File: src/hw/rtl/fhp_pkg.sv
// Shared types, constants and a helper function for the fixed record hex parser.
`timescale 1ns / 1ps
`default_nettype none

package fhp_pkg;

    localparam int VER_DIGITS  = 4;
    localparam int TEMP_DIGITS = 8;
    localparam int POS_W       = 7;

    localparam logic [7:0] CH_NUL    = 8'h00;
    localparam logic [7:0] CH_PIPE   = 8'h7C;
    localparam logic [7:0] CH_ONE    = 8'h31;
    localparam logic [7:0] CH_ZERO   = 8'h30;
    localparam logic [7:0] PRINT_MIN = 8'd32;
    localparam logic [7:0] PRINT_MAX = 8'd126;

    localparam logic signed [31:0] TEMP_LOW_RESET  = -32'sd1000;
    localparam logic signed [31:0] TEMP_HIGH_RESET = 32'sd1000;

    // Register indexes on the configuration port.
    localparam logic REG_TEMP_LOW  = 1'b0;
    localparam logic REG_TEMP_HIGH = 1'b1;

    typedef enum logic [2:0] {
        ST_RUN,
        ST_CHECK,
        ST_FETCH,
        ST_CHAR,
        ST_SUM
    } fhp_state_t;

    typedef struct packed {
        logic take;
        logic latch;
        logic rd_load;
        logic clear;
        logic sel_char;
        logic sel_sum;
    } fhp_cmd_t;

    typedef struct packed {
        logic parse_ok;
        logic id_empty;
        logic chars_left;
    } fhp_status_t;

    // Returns {is_digit, value} for a strict hexadecimal digit.
    function automatic logic [4:0] hex_decode(input logic [7:0] c);
        logic [4:0] res;
        res = 5'd0;
        if (c inside {[8'h30:8'h39]}) begin
            res = {1'b1, 4'(c - 8'h30)};
        end
        else if (c inside {[8'h61:8'h66]}) begin
            res = {1'b1, 4'(c - 8'h57)};
        end
        else if (c inside {[8'h41:8'h46]}) begin
            res = {1'b1, 4'(c - 8'h37)};
        end
        return res;
    endfunction

endpackage

`default_nettype wire

File: src/hw/rtl/fhp_ctrl.sv
// Controller state machine: sequences byte intake, evaluation and result emission.
`timescale 1ns / 1ps
`default_nettype none

module fhp_ctrl (
    input  wire logic              clk,
    input  wire logic              rst_n,
    input  wire logic              in_valid,
    input  wire logic              end_of_buffer,
    input  wire logic              out_stall,
    input  wire fhp_pkg::fhp_status_t status,
    output fhp_pkg::fhp_cmd_t      cmd,
    output logic                   in_stall,
    output logic                   out_valid
);
    import fhp_pkg::*;

    fhp_state_t state_reg;
    fhp_state_t state_next;

    always_ff @(posedge clk or negedge rst_n)
    begin
        if (!rst_n)
        begin
            state_reg <= ST_RUN;
        end
        else
        begin
            state_reg <= state_next;
        end
    end

    always_comb
    begin
        state_next = state_reg;
        case (state_reg)
            ST_RUN:
            begin
                if (in_valid && end_of_buffer)
                begin
                    state_next = ST_CHECK;
                end
            end
            ST_CHECK:
            begin
                if (status.parse_ok && !status.id_empty)
                begin
                    state_next = ST_FETCH;
                end
                else
                begin
                    state_next = ST_SUM;
                end
            end
            ST_FETCH:
            begin
                state_next = ST_CHAR;
            end
            ST_CHAR:
            begin
                if (!out_stall)
                begin
                    state_next = status.chars_left ? ST_FETCH : ST_SUM;
                end
            end
            ST_SUM:
            begin
                if (!out_stall)
                begin
                    state_next = ST_RUN;
                end
            end
            default:
            begin
                state_next = ST_RUN;
            end
        endcase
    end

    always_comb
    begin
        cmd       = '0;
        in_stall  = 1'b1;
        out_valid = 1'b0;
        case (state_reg)
            ST_RUN:
            begin
                in_stall = 1'b0;
                cmd.take = in_valid;
            end
            ST_CHECK:
            begin
                cmd.latch = 1'b1;
            end
            ST_FETCH:
            begin
                cmd.rd_load = 1'b1;
            end
            ST_CHAR:
            begin
                out_valid    = 1'b1;
                cmd.sel_char = 1'b1;
            end
            ST_SUM:
            begin
                out_valid   = 1'b1;
                cmd.sel_sum = 1'b1;
                cmd.clear   = !out_stall;
            end
            default:
            begin
                in_stall = 1'b1;
            end
        endcase
    end

endmodule

`default_nettype wire

File: src/hw/rtl/fhp_datapath.sv
// Datapath: field accumulators, id character memory and summary registers.
`timescale 1ns / 1ps
`default_nettype none

module fhp_datapath #(
    parameter int ID_FIELD_BYTES = 64
) (
    input  wire logic                clk,
    input  wire logic                rst_n,
    input  wire fhp_pkg::fhp_cmd_t   cmd,
    input  wire logic [7:0]          data_byte,
    input  wire logic signed [31:0]  temp_low,
    input  wire logic signed [31:0]  temp_high,
    output fhp_pkg::fhp_status_t     status,
    output logic [7:0]               id_char,
    output logic                     char_valid,
    output logic                     last,
    output logic                     parse_ok,
    output logic [15:0]              version,
    output logic signed [31:0]       temperature,
    output logic                     active,
    output logic [5:0]               id_length,
    output logic                     validate_ok,
    output logic [31:0]              checksum
);
    import fhp_pkg::*;

    localparam int ID_DEPTH = ID_FIELD_BYTES - 1;
    localparam int IDX_W    = (ID_DEPTH > 1) ? $clog2(ID_DEPTH) : 1;

    localparam logic [POS_W-1:0] ID_START   = POS_W'(VER_DIGITS);
    localparam logic [POS_W-1:0] TEMP_START = POS_W'(VER_DIGITS + ID_FIELD_BYTES);
    localparam logic [POS_W-1:0] FLAG_POS   =
        POS_W'(VER_DIGITS + ID_FIELD_BYTES + TEMP_DIGITS);
    localparam logic [POS_W-1:0] RECORD_LEN =
        POS_W'(VER_DIGITS + ID_FIELD_BYTES + TEMP_DIGITS + 1);
    localparam logic [5:0] ID_MAX = 6'(ID_DEPTH);

    logic [POS_W-1:0] pos_reg, pos_next;
    logic [15:0]      ver_reg, ver_next;
    logic [31:0]      temp_reg, temp_next;
    logic [5:0]       id_count_reg, id_count_next;
    logic             id_closed_reg, id_closed_next;
    logic             id_printable_reg, id_printable_next;
    logic [31:0]      id_sum_reg, id_sum_next;
    logic             fmt_err_reg, fmt_err_next;
    logic             active_reg, active_next;
    logic [5:0]       rd_idx_reg;
    logic [7:0]       rd_data_reg;

    logic             ok_reg;
    logic             validate_reg;
    logic [31:0]      checksum_reg;

    logic [7:0]       id_mem [ID_DEPTH];
    logic             mem_we;
    logic [4:0]       hex;
    logic             record_ok;
    logic             in_range;

    assign hex = hex_decode(data_byte);

    always_comb
    begin
        pos_next          = pos_reg;
        ver_next          = ver_reg;
        temp_next         = temp_reg;
        id_count_next     = id_count_reg;
        id_closed_next    = id_closed_reg;
        id_printable_next = id_printable_reg;
        id_sum_next       = id_sum_reg;
        fmt_err_next      = fmt_err_reg;
        active_next       = active_reg;
        mem_we            = 1'b0;
        if (cmd.take && (pos_reg < RECORD_LEN))
        begin
            pos_next = pos_reg + POS_W'(1);
            if (pos_reg < ID_START)
            begin
                if (!hex[4])
                begin
                    fmt_err_next = 1'b1;
                end
                else
                begin
                    ver_next = {ver_reg[11:0], hex[3:0]};
                end
            end
            else if (pos_reg < TEMP_START)
            begin
                if (!id_closed_reg)
                begin
                    if ((data_byte == CH_NUL) || (data_byte == CH_PIPE))
                    begin
                        id_closed_next = 1'b1;
                    end
                    else if (id_count_reg < ID_MAX)
                    begin
                        mem_we        = 1'b1;
                        id_count_next = id_count_reg + 6'd1;
                        id_sum_next   = id_sum_reg + 32'(data_byte);
                        if ((data_byte < PRINT_MIN) || (data_byte > PRINT_MAX))
                        begin
                            id_printable_next = 1'b0;
                        end
                        if (id_count_reg == (ID_MAX - 6'd1))
                        begin
                            id_closed_next = 1'b1;
                        end
                    end
                end
            end
            else if (pos_reg < FLAG_POS)
            begin
                if (!hex[4])
                begin
                    fmt_err_next = 1'b1;
                end
                else
                begin
                    temp_next = {temp_reg[27:0], hex[3:0]};
                end
            end
            else
            begin
                if (data_byte == CH_ONE)
                begin
                    active_next = 1'b1;
                end
                else if (data_byte == CH_ZERO)
                begin
                    active_next = 1'b0;
                end
                else
                begin
                    fmt_err_next = 1'b1;
                end
            end
        end
    end

    always_ff @(posedge clk or negedge rst_n)
    begin
        if (!rst_n)
        begin
            pos_reg          <= '0;
            ver_reg          <= '0;
            temp_reg         <= '0;
            id_count_reg     <= '0;
            id_closed_reg    <= 1'b0;
            id_printable_reg <= 1'b1;
            id_sum_reg       <= '0;
            fmt_err_reg      <= 1'b0;
            active_reg       <= 1'b0;
            rd_idx_reg       <= '0;
        end
        else if (cmd.clear)
        begin
            pos_reg          <= '0;
            ver_reg          <= '0;
            temp_reg         <= '0;
            id_count_reg     <= '0;
            id_closed_reg    <= 1'b0;
            id_printable_reg <= 1'b1;
            id_sum_reg       <= '0;
            fmt_err_reg      <= 1'b0;
            active_reg       <= 1'b0;
            rd_idx_reg       <= '0;
        end
        else
        begin
            pos_reg          <= pos_next;
            ver_reg          <= ver_next;
            temp_reg         <= temp_next;
            id_count_reg     <= id_count_next;
            id_closed_reg    <= id_closed_next;
            id_printable_reg <= id_printable_next;
            id_sum_reg       <= id_sum_next;
            fmt_err_reg      <= fmt_err_next;
            active_reg       <= active_next;
            if (cmd.rd_load)
            begin
                rd_idx_reg <= rd_idx_reg + 6'd1;
            end
        end
    end

    always_ff @(posedge clk)
    begin
        if (mem_we)
        begin
            id_mem[id_count_reg[IDX_W-1:0]] <= data_byte;
        end
        if (cmd.rd_load)
        begin
            rd_data_reg <= id_mem[rd_idx_reg[IDX_W-1:0]];
        end
    end

    // The position counter saturates at the record length, so equality means complete.
    assign record_ok = (pos_reg == RECORD_LEN) && !fmt_err_reg;
    assign in_range  = ($signed(temp_reg) >= temp_low) && ($signed(temp_reg) <= temp_high);

    always_ff @(posedge clk)
    begin
        if (cmd.latch)
        begin
            ok_reg       <= record_ok;
            validate_reg <= (id_count_reg != 6'd0) && id_printable_reg && in_range;
            checksum_reg <= 32'(ver_reg) + temp_reg + 32'(active_reg) + id_sum_reg;
        end
    end

    assign status.parse_ok   = record_ok;
    assign status.id_empty   = (id_count_reg == 6'd0);
    assign status.chars_left = (rd_idx_reg != id_count_reg);

    logic show_sum;
    assign show_sum = cmd.sel_sum && ok_reg;

    assign id_char     = cmd.sel_char ? rd_data_reg : 8'd0;
    assign char_valid  = cmd.sel_char;
    assign last        = cmd.sel_sum;
    assign parse_ok    = show_sum;
    assign version     = show_sum ? ver_reg : 16'd0;
    assign temperature = show_sum ? $signed(temp_reg) : 32'sd0;
    assign active      = show_sum && active_reg;
    assign id_length   = show_sum ? id_count_reg : 6'd0;
    assign validate_ok = show_sum && validate_reg;
    assign checksum    = show_sum ? checksum_reg : 32'd0;

endmodule

`default_nettype wire

File: src/hw/rtl/fixed_record_hex_parser_unit.sv
// Flow: bytes are taken one per cycle while in_stall is low. After the last byte comes an
// evaluation step; for a parsed record with a non-empty id, a memory read and a present step
// per id character follow, then one summary item. Output steps hold while out_stall is high.
// No new buffer is taken until the summary of the last one has been delivered.
// Reset: asynchronous, active low; clears the controller and accumulators and sets the
// temperature limits to -1000 and 1000. The id memory is not cleared.
`timescale 1ns / 1ps
`default_nettype none

module fixed_record_hex_parser_unit #(
    parameter int ID_FIELD_BYTES = 64
) (
    input  wire logic               clk,
    input  wire logic               rst_n,
    input  wire logic               psel,
    input  wire logic               penable,
    input  wire logic               pwrite,
    input  wire logic [2:0]         paddr,
    input  wire logic [31:0]        pwdata,
    output logic [31:0]             prdata,
    output logic                    pready,
    input  wire logic               in_valid,
    output logic                    in_stall,
    input  wire logic [7:0]         data_byte,
    input  wire logic               end_of_buffer,
    output logic                    out_valid,
    input  wire logic               out_stall,
    output logic [7:0]              id_char,
    output logic                    char_valid,
    output logic                    last,
    output logic                    parse_ok,
    output logic [15:0]             version,
    output logic signed [31:0]      temperature,
    output logic                    active,
    output logic [5:0]              id_length,
    output logic                    validate_ok,
    output logic [31:0]             checksum
);
    import fhp_pkg::*;

    logic signed [31:0] temp_low_reg;
    logic signed [31:0] temp_high_reg;
    logic               cfg_write;
    fhp_cmd_t           cmd;
    fhp_status_t        status;

    assign pready    = 1'b1;
    assign cfg_write = psel && penable && pwrite && pready;

    always_ff @(posedge clk or negedge rst_n)
    begin
        if (!rst_n)
        begin
            temp_low_reg  <= TEMP_LOW_RESET;
            temp_high_reg <= TEMP_HIGH_RESET;
        end
        else if (cfg_write)
        begin
            if (paddr[2] == REG_TEMP_LOW)
            begin
                temp_low_reg <= $signed(pwdata);
            end
            else
            begin
                temp_high_reg <= $signed(pwdata);
            end
        end
    end

    assign prdata = (paddr[2] == REG_TEMP_HIGH) ? temp_high_reg : temp_low_reg;

    fhp_ctrl u_ctrl (
        .clk           (clk),
        .rst_n         (rst_n),
        .in_valid      (in_valid),
        .end_of_buffer (end_of_buffer),
        .out_stall     (out_stall),
        .status        (status),
        .cmd           (cmd),
        .in_stall      (in_stall),
        .out_valid     (out_valid)
    );

    fhp_datapath #(
        .ID_FIELD_BYTES (ID_FIELD_BYTES)
    ) u_datapath (
        .clk         (clk),
        .rst_n       (rst_n),
        .cmd         (cmd),
        .data_byte   (data_byte),
        .temp_low    (temp_low_reg),
        .temp_high   (temp_high_reg),
        .status      (status),
        .id_char     (id_char),
        .char_valid  (char_valid),
        .last        (last),
        .parse_ok    (parse_ok),
        .version     (version),
        .temperature (temperature),
        .active      (active),
        .id_length   (id_length),
        .validate_ok (validate_ok),
        .checksum    (checksum)
    );

endmodule

`default_nettype wire

File: config.mk
export PLATFORM = sky130hd
export DESIGN_NAME = fixed_record_hex_parser_unit
export DESIGN_NICKNAME = d
export VERILOG_FILES = /design/src/hw/rtl/fhp_pkg.sv /design/src/hw/rtl/fhp_ctrl.sv /design/src/hw/rtl/fhp_datapath.sv /design/src/hw/rtl/fixed_record_hex_parser_unit.sv
export SDC_FILE = /design/constraint.sdc
export NUM_CORES = 1
export LEC_CHECK = 0
export BUFFER_PORTS_ARGS = -buffer_cell sky130_fd_sc_hd__buf_4
export CELL_PAD_IN_SITES_DETAIL_PLACEMENT = 1
export CELL_PAD_IN_SITES_GLOBAL_PLACEMENT = 2
export CORE_ASPECT_RATIO = 1.4
export CORE_UTILIZATION = 48
export DETAILED_ROUTE_END_ITERATION = 10
export HOLD_SLACK_MARGIN = 0.03
export PLACE_DENSITY = 0.9
export SLEW_MARGIN = 20
export SYNTH_ARGS = -nofsm -noshare
export SYNTH_HDL_FRONTEND = slang
export SYNTH_SLANG_ARGS = --single-unit
File: constraint.sdc
create_clock -name clk -period 5.6 [get_ports clk]
set_input_delay 1.12 -clock clk [delete_from_list [all_inputs] [get_ports clk]]
set_output_delay 1.12 -clock clk [all_outputs]
set_load 0.01 [all_outputs]
==> results.yml, run 1 <==
status:
  status: "complete, no violations"
cells_and_area:
  nets: 2573
  drive_above_1_share_pct: 23.98
  final_cell_mix: "edfxtp_1, buf_4, nor2_1"
  largest_reg_flops: 504
  antennaDiodeCount: 0
  fin_util_pct: 55.39
  layout_commonest_cell: "edfxtp_1"
  syn_to_final_growth_pct: 13.94
global_routing:
  use_met1_pct: 29.65
  grt_max_degree: 85
  first_global_vias: 21530
  grt.met3_usage_pct: 4.936
  grt.total_usage_pct: 25.61
  globalRoute.totalOverflow: 0
  grt_pass1_wl_mm: 133.7
  grt.busiest_layer: "met2"
  antenna_found_initial: 3
  grt_util_met2_pct: 46.77
die:
  io_pins: 185
  die_y_um: 312.5
  chipWidth_um: 223.8
  die-area_um2: 69950
  start_util_pct: 48.62
  core.rowCount: 113
  core_area_um2: 68010
worst_setup_path:
  r2r_start: "u_datapath.temp_reg[6]"
  worst-setup-path-type: "flip-flop to flip-flop"
  cp_slowest_stage_delay_ns: 0.86
  cp-end-kind: "flip-flop"
  crit_chain: "fa_1 -> ha_1 -> o21ai_0 -> a21oi_1 -> and3_1 -> a21o_1 -> o41ai_1 -> o21ai_0 -> a21oi_1 -> a31oi_1 -> xnor2_1"
  worst-path-buf-inv: 0
  cp.required_ns: 5.95
  critPathSlowestCell: "o21ai_0"
  crit_family: "compound AO/OA/AOI/OAI gates"
  path_max_fanout: 6
  reg2reg_slack_ns: 1.47
  start_kind: "flip-flop"
  cp_data_arrival_time_ns: 4.48
  worstSetupStartpoint: "u_datapath.temp_reg[6]"
placement:
  place.gp.congestion: 0.8589
  dpl.hpwl_mm: 59.29
  io_buffers: 181
detailed_routing:
  totalWireLength_mm: 87.49
  via_per_inst: 5.893
  drc: 0
  vias: 19750
  postRouteAntennaNets: 0
  wl_per_cell_um: 26.11
  drt_iter0_markers: 1254
  first_pass_iters: 5
cts:
  path_clk_slew_ns: 0.06
  cts_resized: 0
  postCtsSetupRepairBufs: 0
  cts_hold_buf: 0
  ctsLongestPathBuffers: 3
  cts_root_buf: "clkbuf_16"
  cts_tree: "built"
  cts_num_sinks: 716
  clk_latency_ns: 0.63
  cts_buffers: 72
  htreeDepth: 3
synthesis:
  ys_types: 69
  ys.flop_type: "edfxtp_1"
  synthCells: 2210
  seq_area_frac_synth_pct: 62.58
  synth-edff-count: 546
  postSynth.asyncResetShare_pct: 23.74
  syn_area_um2: 33060
  synth_seq_cells: 716
  syn_nets: 2407
  yosysWarningCount: 0
  avgSynthCellArea_um2: 14.96
timing:
  skew_ns: 0.02427
  slew_viol_final: 0
  fin_crit_sh_pct: 73.71
  min_period_ns: 4.128
  rsz0062_at_grt: "false"
  setup_viol: 0
  timing.setup.tns_ns: 0
  relSlewSlack_pct: 26.40
  max_freq_ghz: 0.2423
  worst_pin_slew_ns: 1.092
  hold_violations: 0
power_and_ir_drop:
  vdd_drop_max_mv: 0.2496
  power_density_nw_per_um2: 415.1
  p_leak_nw: 15.04
min_path:
  min-delay-path-class: "primary input to async pin"
flow_run:
  cap_violations: 0
## kinds of logic after synthesis
kind of cell | synth area share (%)
flops | 62.58
simple gates | 8.174
mux | 14.23
compound gates | 4.492
buf+inv | 2.460
fa+ha+maj | 5.934
xor+xnor | 2.119
other cells | 0.01134
## per-layer routing
metal	up-vias	share of wire, %
met3	144	6.2
met5	-	0.047
li1	8702	-
met4	6	3.6
met1	10240	37
met2	653	54
## path summary, 6_finish.rpt
kind	endpoint	depth (start not counted)
max	u_datapath.checksum_reg[31]	11
max reg2reg	u_datapath.checksum_reg[31]	11
min reg2reg	u_datapath.id_printable_reg	2
min	temp_high_reg[28]	1
max in group asynchronous	u_datapath.temp_reg[13]	2
min in group clk	u_datapath.id_printable_reg	2
## power by group
part	switching (mW)	internal [mW]	total [mW]
Clock	2.05	2.68	4.73
Combinational	2.27	1.90	4.17
Sequential	0.535	6.20	6.74
## metrics by stage
stage | power (mW) | hold slack [ns] | worst slack, ns | instance area, um^2 | std cells
final | 15.64 | 0.4929 | 1.472 | 37670 | 3351
after global routing | 16.26 | 0.5273 | 1.332 | 37670 | 3351
after CTS | 15.78 | 0.4930 | 1.511 | 37650 | 3350
after detailed placement | 11.01 | 0.4930 | 1.195 | 35360 | 3221
after global placement | 10.83 | 0.4797 | 1.393 | 35360 | 3221
after floorplan | 9.453 | 0.4578 | 1.957 | 33060 | 2210
## cell usage after synthesis, drive strengths merged, types with 3 or more instances
master,instances,share of area [%]
nor2,176,2.0
nand2b,9,0.17
a21o,44,1.0
edfxtp,546,50
o211ai,5,0.11
nor4b,3,0.079
fa,18,1.1
a21oi,66,1.0
dfstp,31,2.5
o21ai,89,1.3
mux2i,37,1.1
buf,31,0.40
a211o,3,0.079
a31oi,9,0.17
and2,8,0.15
a211oi,5,0.11
xor2,40,1.1
dfrtp,139,11
nor2b,12,0.23
nor3b,5,0.11
o21a,4,0.091
nor4,6,0.11
nand3b,5,0.11
and3,106,2.0
mux4,160,11
mux2,65,2.2
nand4,31,0.59
nand3,47,0.71
clkbuf,82,0.93
xnor2,40,1.1
inv,98,1.1
and4,4,0.11
nand2,102,1.2
or3,11,0.21
nor3,14,0.21
ha,128,4.8
## layout make-up
cell class	count	area, um^2
inverters	99	371.6
well taps	920	1151
multi-input cells	1282	11590
repair buffers	205	1572
fillers	6465	30340
clock inverters	39	380.4
flip-flops and latches	716	20700
clock buffers	90	1911
Note: power is estimated with default switching activity, not from simulation.
==> run 2, diff against run 1 <==
--- a/config.mk
+++ b/config.mk
@@ -9,10 +9,10 @@
 export CELL_PAD_IN_SITES_DETAIL_PLACEMENT = 1
 export CELL_PAD_IN_SITES_GLOBAL_PLACEMENT = 2
 export CORE_ASPECT_RATIO = 1.4
-export CORE_UTILIZATION = 48
+export CORE_UTILIZATION = 45
 export DETAILED_ROUTE_END_ITERATION = 10
 export HOLD_SLACK_MARGIN = 0.03
-export PLACE_DENSITY = 0.9
+export PLACE_DENSITY = 0.85
 export SLEW_MARGIN = 20
 export SYNTH_ARGS = -nofsm -noshare
 export SYNTH_HDL_FRONTEND = slang
==> constraint.sdc (replaced) <==
create_clock -name clk -period 3.9 [get_ports clk]
set_input_delay 0.78 -clock clk [delete_from_list [all_inputs] [get_ports clk]]
set_output_delay 0.78 -clock clk [all_outputs]
set_load 0.01 [all_outputs]
==> run 2 against run 1 <==
  * Fmax grew 7.5%
  * Sequential power grew 41%
  * Critical endpoint is now u_datapath.checksum_reg[30]
  * Global-route usage shrank 0.27 points
  * Clock power grew 40%
  * Routed wire length grew 5.6%
  * Via count grew 2.4%
  * First-iteration DRC count grew 6.1%
==> results.yml, run 2 (synthesis gave the netlist of run 1 again) <==
cts:
  path_clk_slew_ns: 0.06
  ctsLongestPathBuffers: 3
  cts_buffers: 72
  clk_latency_ns: 0.63
  htreeDepth: 3
  cts_num_sinks: 716
  cts_hold_buf: 0
  cts_root_buf: "clkbuf_16"
  cts_tree: "built"
timing:
  timing.setup.tns_ns: 0
  min_period_ns: 3.839
  hold_violations: 0
  slew_viol_final: 0
  worst_pin_slew_ns: 0.8654
  fin_hold_ws_ns: 0.09091
  fin_crit_sh_pct: 98.44
  skew_ns: 0.02669
  max_freq_ghz: 0.2605
  relSlewSlack_pct: 42.30
  setup_viol: 0
worst_setup_path:
  critPathSlowestCell: "fa_1"
  r2r_start: "u_datapath.id_sum_reg[14]"
  path_max_fanout: 5
  cp_data_arrival_time_ns: 4.20
  cp_slowest_stage_delay_ns: 0.57
  start_kind: "flip-flop"
  worst-setup-path-type: "flip-flop to flip-flop"
  crit_chain: "fa_1 -> ha_2 -> nand2_2 -> o21ai_1 -> or4_4 -> a41o_1 -> o41a_1 -> a211o_1 -> a21o_1 -> a221oi_2 -> xnor2_1"
  worstSetupStartpoint: "u_datapath.id_sum_reg[14]"
  cp-end-kind: "flip-flop"
  cp.required_ns: 4.26
detailed_routing:
  totalWireLength_mm: 92.37
  via_per_inst: 5.788
  postRouteAntennaNets: 0
  first_pass_iters: 5
  drt_iter0_markers: 1331
  drc: 0
  wl_per_cell_um: 26.44
  vias: 20220
power_and_ir_drop:
  p_comb_share_pct: 28.3
  clkPwrFrac_pct: 29.4
  swShare_pct: 31.54
  power_density_nw_per_um2: 584.6
  p_sw_mw: 7.117
  p_leak_nw: 15.60
  vdd_drop_max_mv: 0.3729
  p_int_mw: 15.45
  p_seq_share_pct: 42.2
  power_mw: 22.56
cells_and_area:
  largest_reg_flops: 504
  stdcell_area_um2: 38590
  fill_cells: 7042
  final_cell_mix: "edfxtp_1, buf_4, nor2_1"
  instances_no_fill: 3493
  layout_commonest_cell: "edfxtp_1"
  syn_to_final_growth_pct: 16.73
  nets: 2680
  drive_above_1_share_pct: 27.72
die:
  core.rowCount: 117
  chipWidth_um: 231.1
  core_area_um2: 72760
  die_y_um: 322.7
  die-area_um2: 74570
  start_util_pct: 45.44
  io_pins: 185
global_routing:
  first_global_vias: 22610
  grt_max_degree: 100
  grt_pass1_wl_mm: 139.7
  antenna_found_initial: 6
  globalRoute.totalOverflow: 0
  grt.total_usage_pct: 25.34
placement:
  dpl.hpwl_mm: 62.91
  io_buffers: 181
  place.gp.congestion: 0.8710
  place_area_um2: 36240
  post-place-cells: 3355
flow_run:
  cap_violations: 0
min_path:
  min-delay-path-class: "primary input to async pin"
status:
  status: "complete, no violations"
-- run 2: timing repair --
item	4_1_cts	5_1_grt
resized for setup	1	14
setup buffers	0	6
cloned	0	0
setup endpoints to repair	1	2
pin swaps	0	10
-- run 2: path summary, 6_finish.rpt --
path | to | slack [ns] | depth (start not counted)
setup reg to reg | u_datapath.checksum_reg[30] | 0.06 | 11
max in group asynchronous | u_datapath.ver_reg[2] | 2.86 | 2
min in group clk | temp_high_reg[19] | 0.41 | 2
setup / recovery | u_datapath.checksum_reg[30] | 0.06 | 11
hold / removal | temp_high_reg[26] | 0.09 | 1
hold reg to reg | u_datapath.id_printable_reg | 0.49 | 2
-- run 2: critical path, delay by kind of cell, from the launching register on --
family / cells / cell delay [ns]
DFF: 1 / 0.43
AOI/OAI and AO/OA: 6 / 1.60
and+or+nand+nor: 2 / 0.58
xor gates and xnor gates: 1 / 0.09
adders and majority gates: 2 / 0.88
-- run 2: power by group through the flow --
stage	registers, mW	logic [mW]	clock network (mW)
floorplan	9.28	4.29	0
global placement	9.62	6.14	0
detailed placement	9.68	6.37	0
CTS	9.53	6.46	6.79
global route	9.61	6.83	7.03
finish	9.53	6.39	6.64
-- run 2: layer usage --
| layer | vias up | track usage, % | wire length (um) | share of wire, % |
|---|---|---|---|---|
| li1 | 8931 | - | - | - |
| met1 | 10510 | 28.24 | 33640 | 36 |
| met2 | 604 | 47.15 | 50010 | 54 |
| met3 | 166 | 4.995 | 5432 | 5.9 |
| met4 | 10 | 9.728 | 3222 | 3.5 |
| met5 | - | 0 | 69 | 0.075 |
-- run 2: layout make-up --
class / count / area, um^2 / share of cell area (%)
Antenna cell: 1 / 2.502 / 0.006484
Clock buffer: 93 / 1953 / 5.061
Clock inverter: 38 / 277.8 / 0.7197
Inverter: 99 / 371.6 / 0.9629
Multi-Input combinational cell: 1282 / 11660 / 30.23
Sequential cell: 716 / 20700 / 53.63
Tap cell: 952 / 1191 / 3.086
Timing Repair Buffer: 312 / 2434 / 6.306
-- run 2: stage by stage --
| stage | utilization, % | setup WS (ns) |
|---|---|---|
| 3_5_place_dp | 49.81 | 0.05717 |
| 2_1_floorplan | - | 0.2572 |
| 5_1_grt | 53.04 | -0.02518 |
| 3_3_place_gp | 49.81 | 0.07413 |
| 4_1_cts | 52.88 | 0.07880 |
| 6_report | 53.04 | 0.06074 |
==> run 3, diff against run 2 <==
==> constraint.sdc (replaced) <==
create_clock -name clk -period 4.3 [get_ports clk]
set_input_delay 0.86 -clock clk [delete_from_list [all_inputs] [get_ports clk]]
set_output_delay 0.86 -clock clk [all_outputs]
set_load 0.01 [all_outputs]
==> run 3 against run 2 <==
  * Design area shrank 0.75%
  * Via count shrank 1.3%
  * Largest cell class unchanged
  * Core utilization shrank 0.40 points
  * Highest routed layer unchanged
  * Largest power group unchanged
==> results.yml, run 3 (synthesis gave the netlist of run 1 again) <==
cts:
  path_clk_slew_ns: 0.06
  ctsLongestPathBuffers: 3
  cts_root_buf: "clkbuf_16"
  cts_resized: 0
  cts_num_sinks: 716
  clk_latency_ns: 0.64
  cts_buffers: 73
  cts_tree: "built"
  htreeDepth: 3
  cts_hold_buf: 0
  postCtsSetupRepairBufs: 0
worst_setup_path:
  worst-setup-path-type: "flip-flop to flip-flop"
  start_kind: "flip-flop"
  cp.required_ns: 4.67
  path_max_fanout: 3
  cp-end-kind: "flip-flop"
  cp_data_arrival_time_ns: 4.39
power_and_ir_drop:
  p_comb_share_pct: 27.3
  vdd_drop_max_mv: 0.3351
  clkPwrFrac_pct: 30.2
  power_density_nw_per_um2: 538.1
  swShare_pct: 31.42
  p_leak_nw: 15.42
  power_mw: 20.61
  p_int_mw: 14.13
  p_sw_mw: 6.476
  p_seq_share_pct: 42.4
cells_and_area:
  nets: 2642
  syn_to_final_growth_pct: 15.86
  layout_commonest_cell: "edfxtp_1"
  largest_reg_flops: 504
  drive_above_1_share_pct: 26.14
  final_cell_mix: "edfxtp_1, buf_4, nor2_1"
detailed_routing:
  vias: 19950
  totalWireLength_mm: 90.99
  drc: 0
  via_per_inst: 5.773
  postRouteAntennaNets: 0
  wl_per_cell_um: 26.33
  drt_iter0_markers: 1201
  first_pass_iters: 4
die:
  core.rowCount: 117
  die-area_um2: 74570
  io_pins: 185
  core_area_um2: 72760
  chipWidth_um: 231.1
  die_y_um: 322.7
  start_util_pct: 45.44
timing:
  rsz0062_at_grt: "false"
  slew_viol_final: 0
  fin_crit_sh_pct: 93.53
  skew_ns: 0.03222
  setup_viol: 0
  relSlewSlack_pct: 36.57
  hold_violations: 0
  worst_pin_slew_ns: 0.9479
  timing.setup.tns_ns: 0
  max_freq_ghz: 0.2486
  min_period_ns: 4.022
global_routing:
  grt_pass1_wl_mm: 138.4
  globalRoute.totalOverflow: 0
  grt.total_usage_pct: 24.98
  grt_max_degree: 82
  first_global_vias: 22050
  antenna_found_initial: 5
flow_run:
  cap_violations: 0
min_path:
  min-delay-path-class: "primary input to async pin"
status:
  status: "complete, no violations"
placement:
  place.gp.congestion: 0.8774
  dpl.hpwl_mm: 62.60
  io_buffers: 181
-- run 3: cell count changes in the layout (fill, tap and decap cells not counted), sizes merged --
cell      change
clkinvlp      -2
bufinv        +2
buf          -39
clkinv        +2
diode         +1
clkbuf        -1
-- run 3: power groups by stage --
stage,combinational [mW],sequential [mW],clock [mW]
finish,5.63,8.75,6.23
global route,6.03,8.84,6.55
CTS,5.73,8.76,6.36
detailed placement,5.65,8.89,0
global placement,5.47,8.85,0
floorplan,3.89,8.42,0
-- run 3: layout make-up --
type	count	area (um^2)
Multi-Input combinational cell	1282	11590
Fill cell	6980	34450
Clock inverter	40	360.3
Timing Repair Buffer	273	2141
Tap cell	952	1191
Sequential cell	716	20700
Antenna cell	2	5.005
Clock buffer	92	1949
Inverter	99	371.6
-- run 3: per-layer routing --
metal / share of wire, % / routed length, um / GRT usage (%) / vias to the layer above
met4: 4.0 / 3671 / 10.40 / 6
met3: 5.7 / 5183 / 5.251 / 159
met1: 37 / 34020 / 28.65 / 10360
li1: - / - / - / 8845
met5: 0.036 / 33 / 0 / -
met2: 53 / 48080 / 44.97 / 576
-- run 3: path summary, 6_finish.rpt --
kind	from	endpoint	slack, ns	cells after the start
min in group clk	pwdata[5]	temp_low_reg[5]	0.47	2
max in group asynchronous	rst_n	temp_low_reg[10]	3.04	2
setup reg to reg	u_datapath.active_reg	u_datapath.checksum_reg[30]	0.28	14
setup / recovery	u_datapath.active_reg	u_datapath.checksum_reg[30]	0.28	14
hold / removal	rst_n	temp_high_reg[27]	0.28	1
hold reg to reg	u_datapath.id_printable_reg	u_datapath.id_printable_reg	0.50	2
-- run 3: worst max-delay path, stage by stage (launching register included) --
cell and delay (ns):
dfrtp_1 0.42, fa_1 0.48, ha_1 0.21, inv_1 0.08, fa_1 0.21, nand2b_1 0.14, nor3b_1 0.34, o211a_1 0.27
a211oi_1 0.10, buf_4 0.18, o41a_1 0.46, a211o_1 0.30, a21o_1 0.22, a221oi_2 0.28, xnor2_1 0.09
-- run 3: through the flow --
step	utilization [%]	worst slack (ns)	hold slack, ns	instances	cell area (um^2)
2_1_floorplan	-	0.6572	0.4578	2210	33060
3_3_place_gp	49.47	0.4036	0.4800	3322	35990
3_5_place_dp	49.47	0.3284	0.4869	3322	35990
4_1_cts	52.64	0.2787	0.2944	3454	38300
5_1_grt	52.64	0.09055	0.3359	3454	38300
6_report	52.65	0.2783	0.2848	3456	38300
